--- src/design/bskd_pkg.sv ---
// ----------------------------------------------------------------------------
// bskd_pkg
// shared types and constants for the bounded stack with keyed delete
// ----------------------------------------------------------------------------
package bskd_pkg;

  localparam int KEY_W        = 16;
  localparam int FILL_W       = 7;
  localparam int CAPACITY_DEF = 8;

  localparam logic OP_PUSH   = 1'b0;
  localparam logic OP_REMOVE = 1'b1;

  typedef enum logic [1:0] {
    ST_PUSHED   = 2'd0,
    ST_FULL     = 2'd1,
    ST_REMOVED  = 2'd2,
    ST_NOTFOUND = 2'd3
  } status_t;

  typedef struct packed {
    logic             opcode;
    logic [KEY_W-1:0] key;
  } in_word_t;

  typedef struct packed {
    status_t           status;
    logic [FILL_W-1:0] fill_count;
    logic              has_room;
  } out_word_t;

  typedef struct packed {
    logic capture;
    logic apply;
  } cmd_t;

  typedef struct packed {
    logic out_busy;
  } stat_t;

endpackage

--- src/design/bskd_ctrl.sv ---
// ----------------------------------------------------------------------------
// bskd_ctrl
// request sequencer: capture and search, then apply and post result
// ----------------------------------------------------------------------------
module bskd_ctrl (
  input  logic          clk,
  input  logic          rst_n,
  input  logic          in_valid,
  output logic          in_stall,
  output bskd_pkg::cmd_t cmd,
  input  bskd_pkg::stat_t stat
);
  import bskd_pkg::*;

  typedef enum logic [1:0] {
    S_IDLE  = 2'b01,
    S_APPLY = 2'b10
  } state_t;

  state_t state_r, state_nxt;

  always_comb begin
    state_nxt   = state_r;
    in_stall    = 1'b1;
    cmd.capture = 1'b0;
    cmd.apply   = 1'b0;
    case (state_r)
      S_IDLE: begin
        in_stall = 1'b0;
        if (in_valid) begin
          cmd.capture = 1'b1;
          state_nxt   = S_APPLY;
        end
      end
      S_APPLY: begin
        if (!stat.out_busy) begin
          cmd.apply = 1'b1;
          state_nxt = S_IDLE;
        end
      end
      default: begin
        state_nxt = S_IDLE;
      end
    endcase
  end

  always_ff @(posedge clk) begin
    if (!rst_n) begin
      state_r <= S_IDLE;
    end else begin
      state_r <= state_nxt;
    end
  end

endmodule

--- src/design/bskd_dp.sv ---
// ----------------------------------------------------------------------------
// bskd_dp
// entry cells, parallel key compare, shifting delete and result register
// ----------------------------------------------------------------------------
module bskd_dp #(
  parameter int Capacity = bskd_pkg::CAPACITY_DEF
) (
  input  logic                clk,
  input  logic                rst_n,
  input  bskd_pkg::in_word_t  in_data,
  input  bskd_pkg::cmd_t      cmd,
  output bskd_pkg::stat_t     stat,
  output logic                out_valid,
  input  logic                out_stall,
  output bskd_pkg::out_word_t out_data
);
  import bskd_pkg::*;

  localparam logic [FILL_W-1:0] CAP_FILL = FILL_W'(Capacity);

  logic [KEY_W-1:0]  entries_r [Capacity];
  logic [FILL_W-1:0] occ_r, occ_nxt;
  logic              op_r;
  logic [KEY_W-1:0]  key_r;
  logic              found_r;
  logic [FILL_W-1:0] pos_r;
  logic              out_valid_r, out_valid_nxt;
  out_word_t         out_data_r, out_data_nxt;

  logic              hit;
  logic [FILL_W-1:0] hit_pos;
  logic              full;
  logic              push_en;
  logic              del_en;

  // topmost matching entry below the fill level
  always_comb begin
    hit     = 1'b0;
    hit_pos = '0;
    for (int i = 0; i < Capacity; i++) begin
      if ((FILL_W'(i) < occ_r) && (entries_r[i] == in_data.key)) begin
        hit     = 1'b1;
        hit_pos = FILL_W'(i);
      end
    end
  end

  assign full    = (occ_r >= CAP_FILL);
  assign push_en = cmd.apply && (op_r == OP_PUSH) && !full;
  assign del_en  = cmd.apply && (op_r == OP_REMOVE) && found_r;

  always_ff @(posedge clk) begin
    if (cmd.capture) begin
      op_r    <= in_data.opcode;
      key_r   <= in_data.key;
      found_r <= hit;
      pos_r   <= hit_pos;
    end
  end

  for (genvar g = 0; g < Capacity; g++) begin : g_cell
    if (g < Capacity - 1) begin : g_shift
      always_ff @(posedge clk) begin
        if (push_en && (occ_r == FILL_W'(g))) begin
          entries_r[g] <= key_r;
        end else if (del_en && (pos_r <= FILL_W'(g))) begin
          entries_r[g] <= entries_r[g+1];
        end
      end
    end else begin : g_top
      always_ff @(posedge clk) begin
        if (push_en && (occ_r == FILL_W'(g))) begin
          entries_r[g] <= key_r;
        end
      end
    end
  end

  always_comb begin
    occ_nxt      = occ_r;
    out_data_nxt = out_data_r;
    if (cmd.apply) begin
      if (op_r == OP_PUSH) begin
        if (full) begin
          out_data_nxt.status = ST_FULL;
        end else begin
          occ_nxt             = occ_r + FILL_W'(1);
          out_data_nxt.status = ST_PUSHED;
        end
      end else begin
        if (found_r) begin
          occ_nxt             = occ_r - FILL_W'(1);
          out_data_nxt.status = ST_REMOVED;
        end else begin
          out_data_nxt.status = ST_NOTFOUND;
        end
      end
      out_data_nxt.fill_count = occ_nxt;
      out_data_nxt.has_room   = (occ_nxt < CAP_FILL);
    end
  end

  assign out_valid_nxt = cmd.apply ? 1'b1 : (out_valid_r && out_stall);

  always_ff @(posedge clk) begin
    if (!rst_n) begin
      occ_r       <= '0;
      out_valid_r <= 1'b0;
    end else begin
      occ_r       <= occ_nxt;
      out_valid_r <= out_valid_nxt;
    end
  end

  always_ff @(posedge clk) begin
    out_data_r <= out_data_nxt;
  end

  assign stat.out_busy = out_valid_r && out_stall;
  assign out_valid     = out_valid_r;
  assign out_data      = out_data_r;

endmodule

--- src/design/bounded_stack_with_keyed_delete.sv ---
// ----------------------------------------------------------------------------
// bounded_stack_with_keyed_delete
// bounded ordered key stack with push and remove-first-match-from-top
// ----------------------------------------------------------------------------
//  channel   ports                          word
//  in        in_valid in_stall in_data      opcode, key
//  out       out_valid out_stall out_data   status, fill_count, has_room
//
//  each request is accepted with parallel key compare, then applied
//  (push or shifting delete) while the result register loads
//  a new word is accepted while the previous result still waits on out_stall
//  the apply cycle holds while the result register is occupied and stalled
//  reset empties the stack, entry contents are not cleared
// ----------------------------------------------------------------------------
module bounded_stack_with_keyed_delete #(
  parameter int Capacity = bskd_pkg::CAPACITY_DEF
) (
  input  logic                clk,
  input  logic                rst_n,
  input  logic                in_valid,
  output logic                in_stall,
  input  bskd_pkg::in_word_t  in_data,
  output logic                out_valid,
  input  logic                out_stall,
  output bskd_pkg::out_word_t out_data
);
  import bskd_pkg::*;

  cmd_t  cmd;
  stat_t stat;

  bskd_ctrl u_ctrl (
    .clk      (clk),
    .rst_n    (rst_n),
    .in_valid (in_valid),
    .in_stall (in_stall),
    .cmd      (cmd),
    .stat     (stat)
  );

  bskd_dp #(
    .Capacity (Capacity)
  ) u_dp (
    .clk       (clk),
    .rst_n     (rst_n),
    .in_data   (in_data),
    .cmd       (cmd),
    .stat      (stat),
    .out_valid (out_valid),
    .out_stall (out_stall),
    .out_data  (out_data)
  );

endmodule
--- config.mk ---
export PLATFORM = sky130hd
export DESIGN_NAME = bounded_stack_with_keyed_delete
export DESIGN_NICKNAME = d
export VERILOG_FILES = /design/src/design/bskd_pkg.sv /design/src/design/bskd_ctrl.sv /design/src/design/bskd_dp.sv /design/src/design/bounded_stack_with_keyed_delete.sv
export SDC_FILE = /design/constraint.sdc
export NUM_CORES = 1
export LEC_CHECK = 0
export BUFFER_PORTS_ARGS = -buffer_cell sky130_fd_sc_hd__buf_2
export CAP_MARGIN = 20
export CORE_UTILIZATION = 32
export DETAILED_ROUTE_END_ITERATION = 16
export PLACE_DENSITY_LB_ADDON = 0.3
export SKIP_LAST_GASP = 1
export SLEW_MARGIN = 40
export SYNTH_ARGS = -nofsm -noshare
export SYNTH_HDL_FRONTEND = slang
export SYNTH_SLANG_ARGS = --single-unit
--- constraint.sdc ---
create_clock -name clk -period 4.2 [get_ports clk]
set_input_delay 0.84 -clock clk [delete_from_list [all_inputs] [get_ports clk]]
set_output_delay 0.84 -clock clk [all_outputs]
set_load 0.1 [all_outputs]
Word level (Yosys, flattened, before mapping)
Memory sizes are Yosys's and may differ from the RTL's.
Cells that the tools add are included.
{"block": "op_classes", "n_reduce_logical": 36, "n_eq_ne": 19, "order_cmp": 17, "n_mux": 70, "bitwise": 8, "add_sub_neg": 2}
{"op": "16-bit equality test", "count": 8}
{"op": "16-bit two-way mux", "count": 8}
{"op": "1-bit two-way mux", "count": 49}
{"op": "7-bit by 3-bit equality test with 1-bit output (second input constant)", "count": 4}
{"op": "1-bit logical AND", "count": 28}
{"op": "3-bit by 7-bit less-than comparator with 1-bit output (first input constant)", "count": 4}
{"op": "7-bit two-way mux", "count": 4}
{"op": "7-bit by 3-bit less-or-equal comparator with 1-bit output (second input constant)", "count": 3}
{"op": "16-bit OR reduction", "count": 1}
{"op": "7-bit by 2-bit equality test with 1-bit output (second input constant)", "count": 2}
{"op": "7-bit by 1-bit less-or-equal comparator with 1-bit output (second input constant)", "count": 2}
{"op": "7-bit by 2-bit less-or-equal comparator with 1-bit output (second input constant)", "count": 2}
{"op": "1-bit by 7-bit less-than comparator with 1-bit output (first input constant)", "count": 2}
{"op": "2-bit by 7-bit less-than comparator with 1-bit output (first input constant)", "count": 2}
{"op": "2-bit two-way mux", "count": 7}
{"op": "7-bit by 1-bit adder with 7-bit output (second input constant)", "count": 1}
{"op": "7-bit by 1-bit equality test with 1-bit output (second input constant)", "count": 1}
{"op": "7-bit by 4-bit >= comparator with 1-bit output (second input constant)", "count": 1}
{"op": "7-bit logical NOT", "count": 1}
{"op": "7-bit by 4-bit less-than comparator with 1-bit output (second input constant)", "count": 1}
{"op": "1-bit OR", "count": 7}
{"op": "7-bit OR reduction", "count": 1}
{"op": "7-bit by 1-bit subtractor with 7-bit output (second input constant)", "count": 1}
{"op": "6-bit OR reduction", "count": 1}
{"op": "other kinds (10)", "count": 11}
{"block": "totals", "memories": 1, "wordCells": 166, "mem_bits_rw": 128, "inputBits": 21, "out_inout_bits": 12, "ff_bits": 45}
{"name": "u_dp.entries_r", "words": 8, "width": 16, "read_ports": 8, "rd_ports_with_merged_regs": 0, "wr": 7, "line_no": "bskd_dp.sv:21", "text": "logic [KEY_W-1:0] entries_r [Capacity];"}

Longest topological paths before layout
Gate-level depths: netlist of run 1.
{"block": "logic_depth", "word_depth": 11, "depth_mapped": 9, "mapped_depth_nobuf": 8}

Cells and area by module
From an unflattened synthesis of run 1, not the netlist that was laid out.
{"block": "unflattened", "cells_unflattened": 582, "hier_area_um2": 8521.9}
{"mod": "bskd_dp", "area_each_um2": 8438.1, "seq_area_each_um2": 4934.7, "cells_each": 574, "instances": 1}
{"mod": "bskd_ctrl", "area_each_um2": 83.8, "seq_area_each_um2": 40.0, "cells_each": 8, "instances": 1}

Worst setup path after synthesis of run 1
No wires, ideal clock.
{"block": "synth_path", "path_type": "in2reg", "startpoint": "input out_stall", "endpoint": "memory u_dp.entries_r[5][0] (netlist: u_dp.entries_r[1][16]), enable pin", "path_slack_ps": 941, "n_path_buf": 1, "setup_ps": 414, "required_time_ps": 3786, "cell_stages": 6, "arrival_time_ps": 2845, "cell_sequence": "nand2_1 nand2b_4 inv_1 buf_2 nand3_1 o31ai_1"}
{"item": "start: declaration", "line_no": "bounded_stack_with_keyed_delete.sv:24", "text": "input logic out_stall,"}
{"item": "end: declaration", "line_no": "bskd_dp.sv:21"}

==> tab_implementation.tex, run 1 <==
\begin{tabular}{lr}
\hline
Metric & Value \\
\hline
\multicolumn{2}{l}{\textbf{Clock network}} \\
\quad Number of sinks driven by the clock tree & 169 \\
\quad Number of buffers created by CTS & 17 \\
\quad Depth of the CTS H-tree & 4 \\
\quad CTS Root Buffer Type & sky130\_fd\_sc\_hd\_\_clkbuf\_16 \\
\quad Clock slew at reported path FFs & 70 ps \\
\quad CTS Buffer Depth & 2 \\
\quad Clk\_lat worst skew & 440 ps \\
\quad Post-CTS setup buffer count & 0 \\
\quad TritonCTS clock tree & yes \\
\quad Cts repair resizes & 0 \\
\quad Cts-stage hold buffer count & 0 \\
\multicolumn{2}{l}{\textbf{Global routing}} \\
\quad Number of global-route vias before repair & 4,991 \\
\quad First-pass GRT wire length & 30,300 um \\
\quad GRT Residual Overflow & 0 \\
\quad Total Routing Usage GR & 15.2\% \\
\quad Largest net degree at the start of global routing & 23 \\
\quad Initial antenna violation count & 0 \\
\multicolumn{2}{l}{\textbf{Cells and area}} \\
\quad Final-layout fill cell count & 2,516 \\
\quad Top library cells by usage in the layout, fill and taps aside & sky130\_fd\_sc\_hd\_\_edfxtp\_1 (159), sky130\_fd\_sc\_hd\_\_mux2\_2 (113), sky130\_fd\_sc\_hd\_\_xnor2\_1 (76) \\
\quad Final nets & 654 \\
\quad Layout Area Growth over Synthesis & 12.6\% \\
\quad Most common cell after layout, fill and taps aside & sky130\_fd\_sc\_hd\_\_edfxtp\_1 \\
\quad Share of cells above drive strength 1 & 31.3\% \\
\quad Final standard cell count with taps included and fillers excluded & 974 \\
\quad Total inserted antenna cells & 0 \\
\multicolumn{2}{l}{\textbf{Place}} \\
\quad Number of cells after detailed placement & 943 \\
\quad Number of buffer cells added on primary ports & 32 \\
\quad HPWL after detailed placement & 14,200 um \\
\quad Final GP Congestion & 0.806 \\
\multicolumn{2}{l}{\textbf{Floorplan}} \\
\quad Number of top-level pins & 33 \\
\quad Core area & 0.0261 mm\^{}2 \\
\quad Initial core utilization & 32.7\% \\
\quad Die boundary height & 165 um \\
\quad Die span in x & 165 um \\
\quad Die area & 0.0274 mm\^{}2 \\
\quad Std cell rows & 59 \\
\multicolumn{2}{l}{\textbf{Job}} \\
\quad Max-cap violations & 0 \\
\multicolumn{2}{l}{\textbf{Timing}} \\
\quad Worst slack on hold paths & 533 ps \\
\quad Tmin final & 2910 ps \\
\quad Setup TNS & 0 ps \\
\quad Slew at the pin with the worst max-slew slack & 783 ps \\
\quad Max-slew violation total from the final report & 0 \\
\quad Slew HR & 47.8\% \\
\quad Highest clock rate & 344 MHz \\
\quad Number of setup violations in the final report & 0 \\
\quad Final worst path period share & 69.3\% \\
\quad Worst setup skew after layout & 13.5 ps \\
\quad Setup repair after global routing missed its margin & no \\
\quad Final hold violation count & 0 \\
\multicolumn{2}{l}{\textbf{Pwr}} \\
\quad IR Drop Worst-Case VDD & 0.000282 V \\
\quad Net Sw Power & 851 uW \\
\quad Power after layout & 3.76 mW \\
\quad Static leakage & 3.17 nW \\
\quad Cell internal power dissipation & 2.91 mW \\
\quad Part of the power in the clock network & 42.7\% \\
\quad Switching power share of the total & 22.6\% \\
\quad Part of the total power dissipated in combinational logic & 6.5\% \\
\quad Cell area power density & 391 mW/mm\^{}2 \\
\quad Relative contribution of sequential cells to total power & 50.8\% \\
\multicolumn{2}{l}{\textbf{Detailed routing}} \\
\quad Pre-antenna DRT Iters & 6 \\
\quad Total Wirelength & 19,600 um \\
\quad Post-detailed-route via-to-cell ratio & 4.97 \\
\quad Remaining design rule violation count & 0 \\
\quad First-iteration detailed-routing DRC count & 370 \\
\quad WL/cell & 20.1 um \\
\quad Total vias in the final route & 4,837 \\
\quad Antenna Nets Post-Route & 0 \\
\multicolumn{2}{l}{\textbf{Worst setup path}} \\
\quad Crit Path Class & in -> reg \\
\quad Top fanout value on the critical path & 18 \\
\quad Worst Path Arrival & 2970 ps \\
\quad Launching element type of the critical path & input port \\
\quad R2R cell count & 7 \\
\quad Launching point of the worst reg2reg path & u\_ctrl.state\_r[0] \\
\quad Critical Path RT & 4260 ps \\
\quad Critical Path End Type & register \\
\quad Worst R2R Setup Slack & 1390 ps \\
\quad Worst reg2reg path endpoint & u\_dp.entries\_r[0][11] \\
\multicolumn{2}{l}{\textbf{Worst hold path}} \\
\quad Hold crit path type & reg -> reg \\
\quad Hold Path Sink & u\_dp.out\_valid \\
\quad HP Start & u\_ctrl.state\_r[1] \\
\quad Worst Hold Path Cells & 2 \\
\multicolumn{2}{l}{\textbf{Synthesis}} \\
\quad Number of flops mapped to enable cells by yosys & 159 \\
\quad Total of flip-flops plus latches after synthesis & 169 \\
\quad Top FF cell, synth & sky130\_fd\_sc\_hd\_\_edfxtp\_1 \\
\quad Gate count of the mapped netlist & 601 \\
\quad Synthesized area & 0.00854 mm\^{}2 \\
\quad Count of distinct cell types in the synthesized netlist & 48 \\
\quad Number of warnings reported in the yosys synthesis log & 0 \\
\quad Syn\_area\_per\_cell & 14.2 um\^{}2 \\
\quad Seq/Total Area, Yosys & 58.2\% \\
\quad Mapped Nets & 628 \\
\quad Asr flop ratio synth & 0\% \\
\multicolumn{2}{l}{\textbf{Outcome}} \\
\quad Outcome & finished, final reports clean \\
\hline
\end{tabular}
-- power by group through the flow --
stage	Clock (mW)	Combinational [mW]	Sequential [mW]
global route	1.70	0.263	1.91
global placement	0	0.242	1.95
detailed placement	0	0.243	1.95
floorplan	0	0.177	1.93
CTS	1.63	0.246	1.91
finish	1.61	0.243	1.91
-- worst max-delay path by stage --
stage	start	to	slack, ps	depth (start not counted)
final	out_stall	u_dp.entries_r[0][11]	1290	8
after global routing	out_stall	u_dp.entries_r[0][11]	1100	8
after CTS	out_stall	u_dp.entries_r[0][11]	1300	8
after detailed placement	out_stall	u_dp.entries_r[0][11]	840	8
after global placement	out_stall	u_dp.entries_r[0][13]	970	8
after floorplan	out_stall	u_dp.entries_r[1][16]	940	6
-- synth_stat cells (2+ instances only) --
cell                         n  area, um^2
sky130_fd_sc_hd__edfxtp_1  159        4770
sky130_fd_sc_hd__mux2_2    113        1270
sky130_fd_sc_hd__xnor2_1    76         666
sky130_fd_sc_hd__xor2_1     59         517
sky130_fd_sc_hd__buf_2      27         135
sky130_fd_sc_hd__nand2_1    24        90.1
sky130_fd_sc_hd__nor4_1     21         131
sky130_fd_sc_hd__nand4_1    18         113
sky130_fd_sc_hd__dfxtp_1    10         200
sky130_fd_sc_hd__nor2_1     10        37.5
sky130_fd_sc_hd__nand3_1     9        45.0
sky130_fd_sc_hd__inv_1       8        30.0
sky130_fd_sc_hd__o21ai_0     8        40.0
sky130_fd_sc_hd__ha_1        6        75.1
sky130_fd_sc_hd__a21boi_0    4        30.0
sky130_fd_sc_hd__a21oi_1     4        20.0
sky130_fd_sc_hd__and2_1      3        18.8
sky130_fd_sc_hd__nor3_1      3        15.0
sky130_fd_sc_hd__a21o_1      2        15.0
sky130_fd_sc_hd__and3_1      2        12.5
sky130_fd_sc_hd__buf_6       2        22.5
sky130_fd_sc_hd__clkbuf_1    2        7.51
sky130_fd_sc_hd__nand2_2     2        12.5
sky130_fd_sc_hd__nand2b_1    2        12.5
sky130_fd_sc_hd__nor2_4      2        22.5
sky130_fd_sc_hd__o21bai_1    2        15.0
sky130_fd_sc_hd__o31ai_1     2        15.0
-- worst max-delay path: stages --
cell and delay, ps:
sky130_fd_sc_hd__buf_2 100, sky130_fd_sc_hd__nand2_1 140, sky130_fd_sc_hd__nand2b_4 90, sky130_fd_sc_hd__inv_1 100
sky130_fd_sc_hd__nand3_2 180, sky130_fd_sc_hd__nor2_4 470, sky130_fd_sc_hd__nand2_2 380, sky130_fd_sc_hd__nand2_1 650
-- layer usage --
| layer | global-route usage (%) | up-vias | part of all wire, % |
|---|---|---|---|
| li1 | - | 2266 | - |
| met1 | 21.2 | 2456 | 49 |
| met2 | 23.9 | 100 | 47 |
| met3 | 2.15 | 15 | 2.4 |
| met4 | 5.91 | 0 | 1.7 |
| met5 | 0 | - | 0 |
-- logic make-up after synthesis --
| kind of cell | after synthesis | synth area share (%) |
|---|---|---|
| buffers and inverters | 40 | 2.37 |
| adder cells (fa/ha/maj) | 6 | 0.879 |
| flip-flops | 169 | 58.2 |
| AND/OR/NAND/NOR | 107 | 7.31 |
| multiplexers | 113 | 14.9 |
| XOR/XNOR | 135 | 13.8 |
| AO/OA/AOI/OAI | 31 | 2.48 |
-- flip-flops by register name, indices dropped and copies added (netlist names) --
| register | flops |
|---|---|
| u_dp.occ_r | 7 |
| u_dp.found_r | 1 |
| u_ctrl.state_r | 2 |
| u_dp.key_r | 16 |
| u_dp.pos_r | 3 |
| u_dp.op_r | 1 |
| u_dp.out_data | 10 |
| u_dp.entries_r | 128 |
| u_dp.out_valid | 1 |
-- cell type report --
cell class / instances / area [um^2] / area share (%)
Clock buffer: 17 / 425 / 4.42
Multi-Input combinational cell: 392 / 3390 / 35.2
Tap cell: 335 / 419 / 4.36
Clock inverter: 14 / 173 / 1.79
Inverter: 8 / 30.0 / 0.312
Timing Repair Buffer: 39 / 213 / 2.21
Sequential cell: 169 / 4970 / 51.7
-- through the flow --
| step | instance area, um^2 | utilization (%) | worst slack, ps |
|---|---|---|---|
| floorplan | 8540 | - | 941 |
| CTS | 9620 | 36.8 | 1300 |
| finish | 9620 | 36.8 | 1290 |
| global placement | 9020 | 34.5 | 965 |
| global route | 9620 | 36.8 | 1100 |
| detailed placement | 9020 | 34.5 | 843 |
No activity file was read; power rests on OpenSTA's default activity.
==> run 2: changes to the inputs <==
==> constraint.sdc (replaced) <==
create_clock -name clk -period 2.75 [get_ports clk]
set_input_delay 0.55 -clock clk [delete_from_list [all_inputs] [get_ports clk]]
set_output_delay 0.55 -clock clk [all_outputs]
set_load 0.1 [all_outputs]
==> run 2 against run 1 <==
  * Critical path depth unchanged
  * Final area increased by 1.8%
  * Total power grew 52%
  * Sequential share of layout area decreased by 0.92 points
  * Combinational power is 61% higher
  * Clock skew about the same
  * Worst hold slack worse by 230 ps
  * First-iteration DRC count grew 37%
  * Global-route usage rose by 2.5 points
==> tab_implementation.tex, run 2 (same netlist as run 1, synthesis figures left out) <==
\begin{tabular}{lr}
\hline
Metric & Value \\
\hline
\multicolumn{2}{l}{\textbf{Floorplan}} \\
\quad Die span in x & 165 um (unchanged) \\
\quad Die area & 0.0274 mm\^{}2 (unchanged) \\
\quad Std cell rows & 59 (unchanged) \\
\quad Die boundary height & 165 um (unchanged) \\
\quad Core area & 0.0261 mm\^{}2 (unchanged) \\
\quad Initial core utilization & 32.7\% (unchanged) \\
\quad Number of top-level pins & 33 (unchanged) \\
\multicolumn{2}{l}{\textbf{Detailed routing}} \\
\quad WL/cell & 23.2 um (+16\%) \\
\quad Antenna Nets Post-Route & 0 (unchanged) \\
\quad Pre-antenna DRT Iters & 5 (-1) \\
\quad Post-detailed-route via-to-cell ratio & 5.18 (+4.3\%) \\
\quad Total Wirelength & 23,000 um (+18\%) \\
\quad First-iteration detailed-routing DRC count & 507 (+37\%) \\
\quad Total vias in the final route & 5,140 (+6.3\%) \\
\quad Remaining design rule violation count & 0 (unchanged) \\
\multicolumn{2}{l}{\textbf{Worst setup path}} \\
\quad Crit Path Class & reg -> reg \\
\quad Critical Path End Type & register \\
\quad R2R cell count & 8 (+1) \\
\quad CP peak stage delay & 650 ps (about the same) \\
\quad Launching point of the worst reg2reg path & u\_dp.entries\_r[1][4] \\
\quad First element of the critical path & u\_dp.entries\_r[1][4] \\
\quad Top fanout value on the critical path & 2 (-16) \\
\quad Launching element type of the critical path & register \\
\quad Capturing instance or port of the critical path & u\_dp.found\_r \\
\quad Crit path cell chain & xor2\_1 -> nor4\_1 -> buf\_4 -> nand3\_1 -> a211oi\_1 -> or2\_0 -> or2\_1 -> nand4b\_4 \\
\quad Worst R2R Setup Slack & 360 ps (-1030 ps) \\
\quad Standard cell with the maximum stage delay on the critical path & sky130\_fd\_sc\_hd\_\_nor4\_1 \\
\quad Critical Path RT & 3040 ps (-1220 ps) \\
\quad Worst reg2reg path endpoint & u\_dp.found\_r \\
\quad Worst Path Arrival & 2670 ps (-300 ps) \\
\multicolumn{2}{l}{\textbf{Timing}} \\
\quad Tmin final & 2390 ps \\
\quad Worst setup skew after layout & 13.5 ps (-0.00620 ps) \\
\quad Setup TNS & 0 ps (unchanged) \\
\quad Final setup slack of the worst path & 362 ps (-929 ps) \\
\quad Setup repair after global routing missed its margin & no \\
\quad Final hold violation count & 0 (unchanged) \\
\quad Number of setup violations in the final report & 0 (unchanged) \\
\quad Slew HR & 52.4\% (+4.6 points) \\
\quad Final worst path period share & 86.8\% \\
\quad Slew at the pin with the worst max-slew slack & 708 ps (-75.6 ps) \\
\quad Max-slew violation total from the final report & 0 (unchanged) \\
\quad Highest clock rate & 419 MHz \\
\multicolumn{2}{l}{\textbf{Place}} \\
\quad Final GP Congestion & 0.884 (+9.6\%) \\
\quad Worst setup timing slack at the placement stage & 61.9 ps (-781 ps) \\
\quad Number of buffer cells added on primary ports & 32 (unchanged) \\
\quad HPWL after detailed placement & 15,900 um (+12\%) \\
\multicolumn{2}{l}{\textbf{Worst hold path}} \\
\quad Hold crit path type & in -> reg \\
\multicolumn{2}{l}{\textbf{Clock network}} \\
\quad CTS Buffer Depth & 2 (unchanged) \\
\quad Post-CTS setup buffer count & 0 (unchanged) \\
\quad Depth of the CTS H-tree & 4 (unchanged) \\
\quad Cts repair resizes & 0 (unchanged) \\
\quad Number of sinks driven by the clock tree & 169 (unchanged) \\
\quad Clock slew at reported path FFs & 70 ps (about the same) \\
\quad Cts-stage hold buffer count & 0 (unchanged) \\
\quad Clk\_lat worst skew & 430 ps (about the same) \\
\quad CTS Root Buffer Type & sky130\_fd\_sc\_hd\_\_clkbuf\_16 \\
\quad TritonCTS clock tree & yes \\
\quad Number of buffers created by CTS & 17 (unchanged) \\
\multicolumn{2}{l}{\textbf{Global routing}} \\
\quad Largest net degree at the start of global routing & 23 (unchanged) \\
\quad GRT Residual Overflow & 0 (unchanged) \\
\quad Number of global-route vias before repair & 5,183 (+3.8\%) \\
\quad Total Routing Usage GR & 17.7\% (+2.5 points) \\
\quad Initial antenna violation count & 2 (+2) \\
\quad First-pass GRT wire length & 34,400 um (+14\%) \\
\multicolumn{2}{l}{\textbf{Cells and area}} \\
\quad Layout Area Growth over Synthesis & 14.7\% \\
\quad Share of cells above drive strength 1 & 32.3\% (+1.0 points) \\
\quad Max reg flops & 128 (unchanged) \\
\quad Final-layout fill cell count & 2,480 (-1.4\%) \\
\quad Biggest register & u\_dp.entries\_r \\
\quad Most common cell after layout, fill and taps aside & sky130\_fd\_sc\_hd\_\_edfxtp\_1 \\
\quad Top library cells by usage in the layout, fill and taps aside & sky130\_fd\_sc\_hd\_\_edfxtp\_1 (159), sky130\_fd\_sc\_hd\_\_mux2\_2 (113), sky130\_fd\_sc\_hd\_\_xnor2\_1 (76) \\
\quad Final nets & 670 (+2.4\%) \\
\multicolumn{2}{l}{\textbf{Pwr}} \\
\quad Static leakage & 3.27 nW (+3.2\%) \\
\quad Cell area power density & 582 mW/mm\^{}2 (+49\%) \\
\quad IR Drop Worst-Case VDD & 0.000412 V (+46\%) \\
\quad Power after layout & 5.70 mW (+52\%) \\
\multicolumn{2}{l}{\textbf{Job}} \\
\quad Max-cap violations & 0 (unchanged) \\
\multicolumn{2}{l}{\textbf{Outcome}} \\
\quad Outcome & finished, final reports clean \\
\hline
\end{tabular}
## run 2: layer usage
| metal | wire length, um | GRT usage, % |
|---|---|---|
| met2 | 11300 | 29.3 |
| met1 | 10300 | 23.8 |
| met5 | 17 | 0 |
| met3 | 1090 | 3.07 |
| met4 | 347 | 5.04 |
## run 2: worst min path at each step
stage	startpoint	endpoint	depth (start not counted)
2_1_floorplan	u_dp.op_r	u_dp.out_data[9]	0
4_1_cts	in_data[16]	u_dp.op_r	1
5_1_grt	in_data[16]	u_dp.op_r	1
3_5_place_dp	u_ctrl.state_r[1]	u_dp.out_valid	2
6_report	in_data[16]	u_dp.op_r	1
3_3_place_gp	u_dp.occ_r[3]	u_dp.occ_r[3]	2
## run 2: where the power goes
part / internal, mW / switching (mW)
clock: 1.40 / 1.01
sequential: 2.86 / 0.0445
combinational: 0.165 / 0.227
## run 2: area by class of cell
cell class                 count  area [um^2]  share of cell area (%)
timing repair buffer          55          408                    4.16
inverter                       8         30.0                   0.306
clock buffer                  24          472                    4.81
sequential                   169         4980                    50.8
multi-input combinational    392         3380                    34.5
clock inverter                 8          113                    1.15
tap                          335          419                    4.28
antenna                        1         2.50                  0.0255
## run 2: per-stage QoR
step	hold WS, ps	std cells	util [%]	instance area (um^2)
floorplan	421	601	-	8560
global placement	525	959	35.3	9210
detailed placement	530	959	35.3	9210
CTS	299	991	37.5	9800
global route	296	991	37.5	9800
finish	303	992	37.5	9800
## run 2: critical path: cells and delay by family, from the launching register on
| family | cells | cell delay, ps |
|---|---|---|
| and+or+nand+nor | 5 | 1200 |
| DFF | 1 | 420 |
| AOI/OAI and AO/OA | 1 | 250 |
| buffers and inverters | 1 | 230 |
| xor gates and xnor gates | 1 | 160 |
==> run 3: changes to the inputs <==
==> constraint.sdc (replaced) <==
create_clock -name clk -period 2.1 [get_ports clk]
set_input_delay 0.42 -clock clk [delete_from_list [all_inputs] [get_ports clk]]
set_output_delay 0.42 -clock clk [all_outputs]
set_load 0.1 [all_outputs]
==> run 3 against run 2 <==
  * Sequential power rose by 31%
  * Wire length fell by 12%
  * Clock power rose by 30%
  * Worst hold slack got worse by 110 ps
  * Die area did not move
  * Sequential cell count did not move
  * Total power rose by 32%
  * Combinational power rose by 51%
  * Final area rose by 7.0%
  * Via count fell by 1.5%
  * Setup slack got worse by 320 ps
  * Global-route usage fell by 2.1 points
  * Critical path type unchanged
  * Largest power group unchanged
  * Highest routed layer is now met4
==> tab_implementation.tex, run 3 (same netlist as run 1, synthesis figures left out) <==
\begin{tabular}{lr}
\hline
Metric & Value \\
\hline
\multicolumn{2}{l}{\textbf{Clock network}} \\
\quad CTS Root Buffer Type & sky130\_fd\_sc\_hd\_\_clkbuf\_16 \\
\quad TritonCTS clock tree & yes \\
\quad Depth of the CTS H-tree & 4 (unchanged) \\
\quad Number of buffers created by CTS & 17 (unchanged) \\
\quad Clk\_lat worst skew & 430 ps (about the same) \\
\quad Clock slew at reported path FFs & 60 ps (about the same) \\
\quad Cts-stage hold buffer count & 0 (unchanged) \\
\quad CTS Buffer Depth & 2 (unchanged) \\
\quad Number of sinks driven by the clock tree & 169 (unchanged) \\
\multicolumn{2}{l}{\textbf{Global routing}} \\
\quad GRT Residual Overflow & 0 (unchanged) \\
\quad Number of global-route vias before repair & 5,411 (+4.4\%) \\
\quad Largest net degree at the start of global routing & 21 (-8.7\%) \\
\quad First-pass GRT wire length & 31,500 um (-8.3\%) \\
\quad Initial antenna violation count & 0 (-2) \\
\quad Total Routing Usage GR & 15.6\% (-2.1 points) \\
\multicolumn{2}{l}{\textbf{Cells and area}} \\
\quad Top library cells by usage in the layout, fill and taps aside & sky130\_fd\_sc\_hd\_\_edfxtp\_1 (159), sky130\_fd\_sc\_hd\_\_mux2\_2 (113), sky130\_fd\_sc\_hd\_\_xnor2\_1 (75) \\
\quad Max reg flops & 128 (unchanged) \\
\quad Combined area of the multi-input logic cells & 0.00353 mm\^{}2 (+4.4\%) \\
\quad Biggest register & u\_dp.entries\_r \\
\quad Sequential standard cell area & 0.00498 mm\^{}2 (about the same) \\
\quad Share of cells above drive strength 1 & 41.2\% (+8.9 points) \\
\quad Core Util, Final & 40.1\% (+2.6 points) \\
\quad Layout Area Growth over Synthesis & 22.8\% \\
\quad Final standard cell count with taps included and fillers excluded & 1,056 (+6.5\%) \\
\quad Final nets & 735 (+9.7\%) \\
\quad Most common cell after layout, fill and taps aside & sky130\_fd\_sc\_hd\_\_edfxtp\_1 \\
\quad Final-layout fill cell count & 2,464 (-0.65\%) \\
\quad Total inserted antenna cells & 0 (-1) \\
\multicolumn{2}{l}{\textbf{Timing}} \\
\quad Setup TNS & 0 ps (unchanged) \\
\quad Final hold violation count & 0 (unchanged) \\
\quad Max-slew violation total from the final report & 0 (unchanged) \\
\quad Final worst path period share & 98.2\% (+11 points) \\
\quad Slew HR & 63.9\% (+12 points) \\
\quad Setup repair after global routing missed its margin & yes \\
\quad Highest clock rate & 485 MHz (+16\%) \\
\quad Slew at the pin with the worst max-slew slack & 541 ps (-166 ps) \\
\quad Worst slack on hold paths & 189 ps (-115 ps) \\
\quad Number of setup violations in the final report & 0 (unchanged) \\
\quad Worst setup skew after layout & 14.8 ps (+1.25 ps) \\
\quad Tmin final & 2060 ps (-325 ps) \\
\multicolumn{2}{l}{\textbf{Pwr}} \\
\quad Static leakage & 3.64 nW (+11\%) \\
\quad IR Drop Worst-Case VDD & 0.000589 V (+43\%) \\
\quad Cell area power density & 717 mW/mm\^{}2 (+23\%) \\
\quad Power after layout & 7.52 mW (+32\%) \\
\multicolumn{2}{l}{\textbf{Detailed routing}} \\
\quad Post-detailed-route via-to-cell ratio & 4.79 (-7.5\%) \\
\quad WL/cell & 19.3 um (-17\%) \\
\quad First-iteration detailed-routing DRC count & 336 (-34\%) \\
\quad Antenna Nets Post-Route & 0 (unchanged) \\
\quad Pre-antenna DRT Iters & 5 (unchanged) \\
\quad Total Wirelength & 20,300 um (-12\%) \\
\quad Total vias in the final route & 5,062 (-1.5\%) \\
\quad Remaining design rule violation count & 0 (unchanged) \\
\multicolumn{2}{l}{\textbf{Outcome}} \\
\quad Outcome & finished, final reports clean \\
\multicolumn{2}{l}{\textbf{Place}} \\
\quad Number of cells after detailed placement & 1,017 (+6.0\%) \\
\quad Final GP Congestion & 0.784 (-11\%) \\
\quad Number of buffer cells added on primary ports & 32 (unchanged) \\
\quad HPWL after detailed placement & 15,100 um (-5.0\%) \\
\multicolumn{2}{l}{\textbf{Worst setup path}} \\
\quad Top fanout value on the critical path & 5 (+3) \\
\quad Launching element type of the critical path & register \\
\quad Worst Path Arrival & 2220 ps (-450 ps) \\
\quad Critical Path End Type & register \\
\quad Critical Path RT & 2260 ps (-780 ps) \\
\quad Crit Path Class & reg -> reg \\
\multicolumn{2}{l}{\textbf{Floorplan}} \\
\quad Number of top-level pins & 33 (unchanged) \\
\quad Initial core utilization & 32.7\% (unchanged) \\
\quad Die boundary height & 165 um (unchanged) \\
\quad Die span in x & 165 um (unchanged) \\
\quad Std cell rows & 59 (unchanged) \\
\quad Core area & 0.0261 mm\^{}2 (unchanged) \\
\quad Die area & 0.0274 mm\^{}2 (unchanged) \\
\multicolumn{2}{l}{\textbf{Worst hold path}} \\
\quad Hold crit path type & in -> reg \\
\multicolumn{2}{l}{\textbf{Job}} \\
\quad Max-cap violations & 0 (unchanged) \\
\hline
\end{tabular}
==> run 3: cell count changes in the layout (fill, tap and decap cells not counted), sizes merged <==
cell	change
clkinv	+3
nand2	+2
clkbuf	-7
diode	-1
inv	+1
buf	+63
clkinvlp	+3
==> run 3: final cells by class <==
type | instances | area share (%)
clock buffer | 17 | 4.06
clock inverter | 15 | 1.43
inverter | 8 | 0.286
multi-input combinational | 394 | 33.6
sequential | 169 | 47.5
tap | 335 | 4.00
timing repair buffer | 118 | 9.10
==> run 3: path summary, 6_finish.rpt <==
kind	from	end	slack [ps]	cells past startpoint
worst max-delay path	u_dp.occ_r[3]	u_dp.found_r	40	6
worst min-delay path	in_data[16]	u_dp.op_r	190	1
worst max register to register	u_dp.occ_r[3]	u_dp.found_r	40	6
worst min register to register	u_ctrl.state_r[1]	u_dp.out_valid	550	2
==> run 3: power by group <==
| group | internal, mW | switching (mW) | total, mW | leakage [nW] |
|---|---|---|---|---|
| logic | 0.284 | 0.305 | 0.590 | 1.84 |
| registers | 3.74 | 0.0688 | 3.81 | 1.53 |
| clock network | 1.75 | 1.37 | 3.13 | 0.274 |
| total | 5.78 | 1.75 | 7.52 | 3.64 |
==> run 3: timing repair <==
action                                  in CTS  in global routing
endpoints found under the setup margin      33                117
hold endpoints to repair                     0                  0
pin swaps                                    5                  5
setup buffers                                6                  0
gates cloned                                 1                  2
gates resized for setup                      4                 16
==> run 3: worst max-delay path, stage by stage (launching register included) <==
cell and delay (ps):
sky130_fd_sc_hd__dfxtp_2 320, sky130_fd_sc_hd__or4_4 610, sky130_fd_sc_hd__a21oi_2 170, sky130_fd_sc_hd__nor3_1 70, sky130_fd_sc_hd__or2_0 220, sky130_fd_sc_hd__or2_1 250
sky130_fd_sc_hd__nand4b_4 170
==> run 3: routing by layer <==
| layer | GRT usage, % | vias up | part of all wire, % |
|---|---|---|---|
| met4 | 5.08 | 0 | 1.3 |
| met2 | 26.3 | 86 | 50 |
| li1 | - | 2434 | - |
| met3 | 2.25 | 16 | 2.4 |
| met1 | 20.7 | 2526 | 46 |
| met5 | 0 | - | 0 |
==> run 3: stage by stage <==
| step | cell area [um^2] | setup WS, ps |
|---|---|---|
| floorplan | 8650 | -184 |
| global placement | 9800 | -189 |
| detailed placement | 9800 | -191 |
| CTS | 10500 | 3.27 |
| global route | 10500 | -80.6 |
| finish | 10500 | 37.1 |
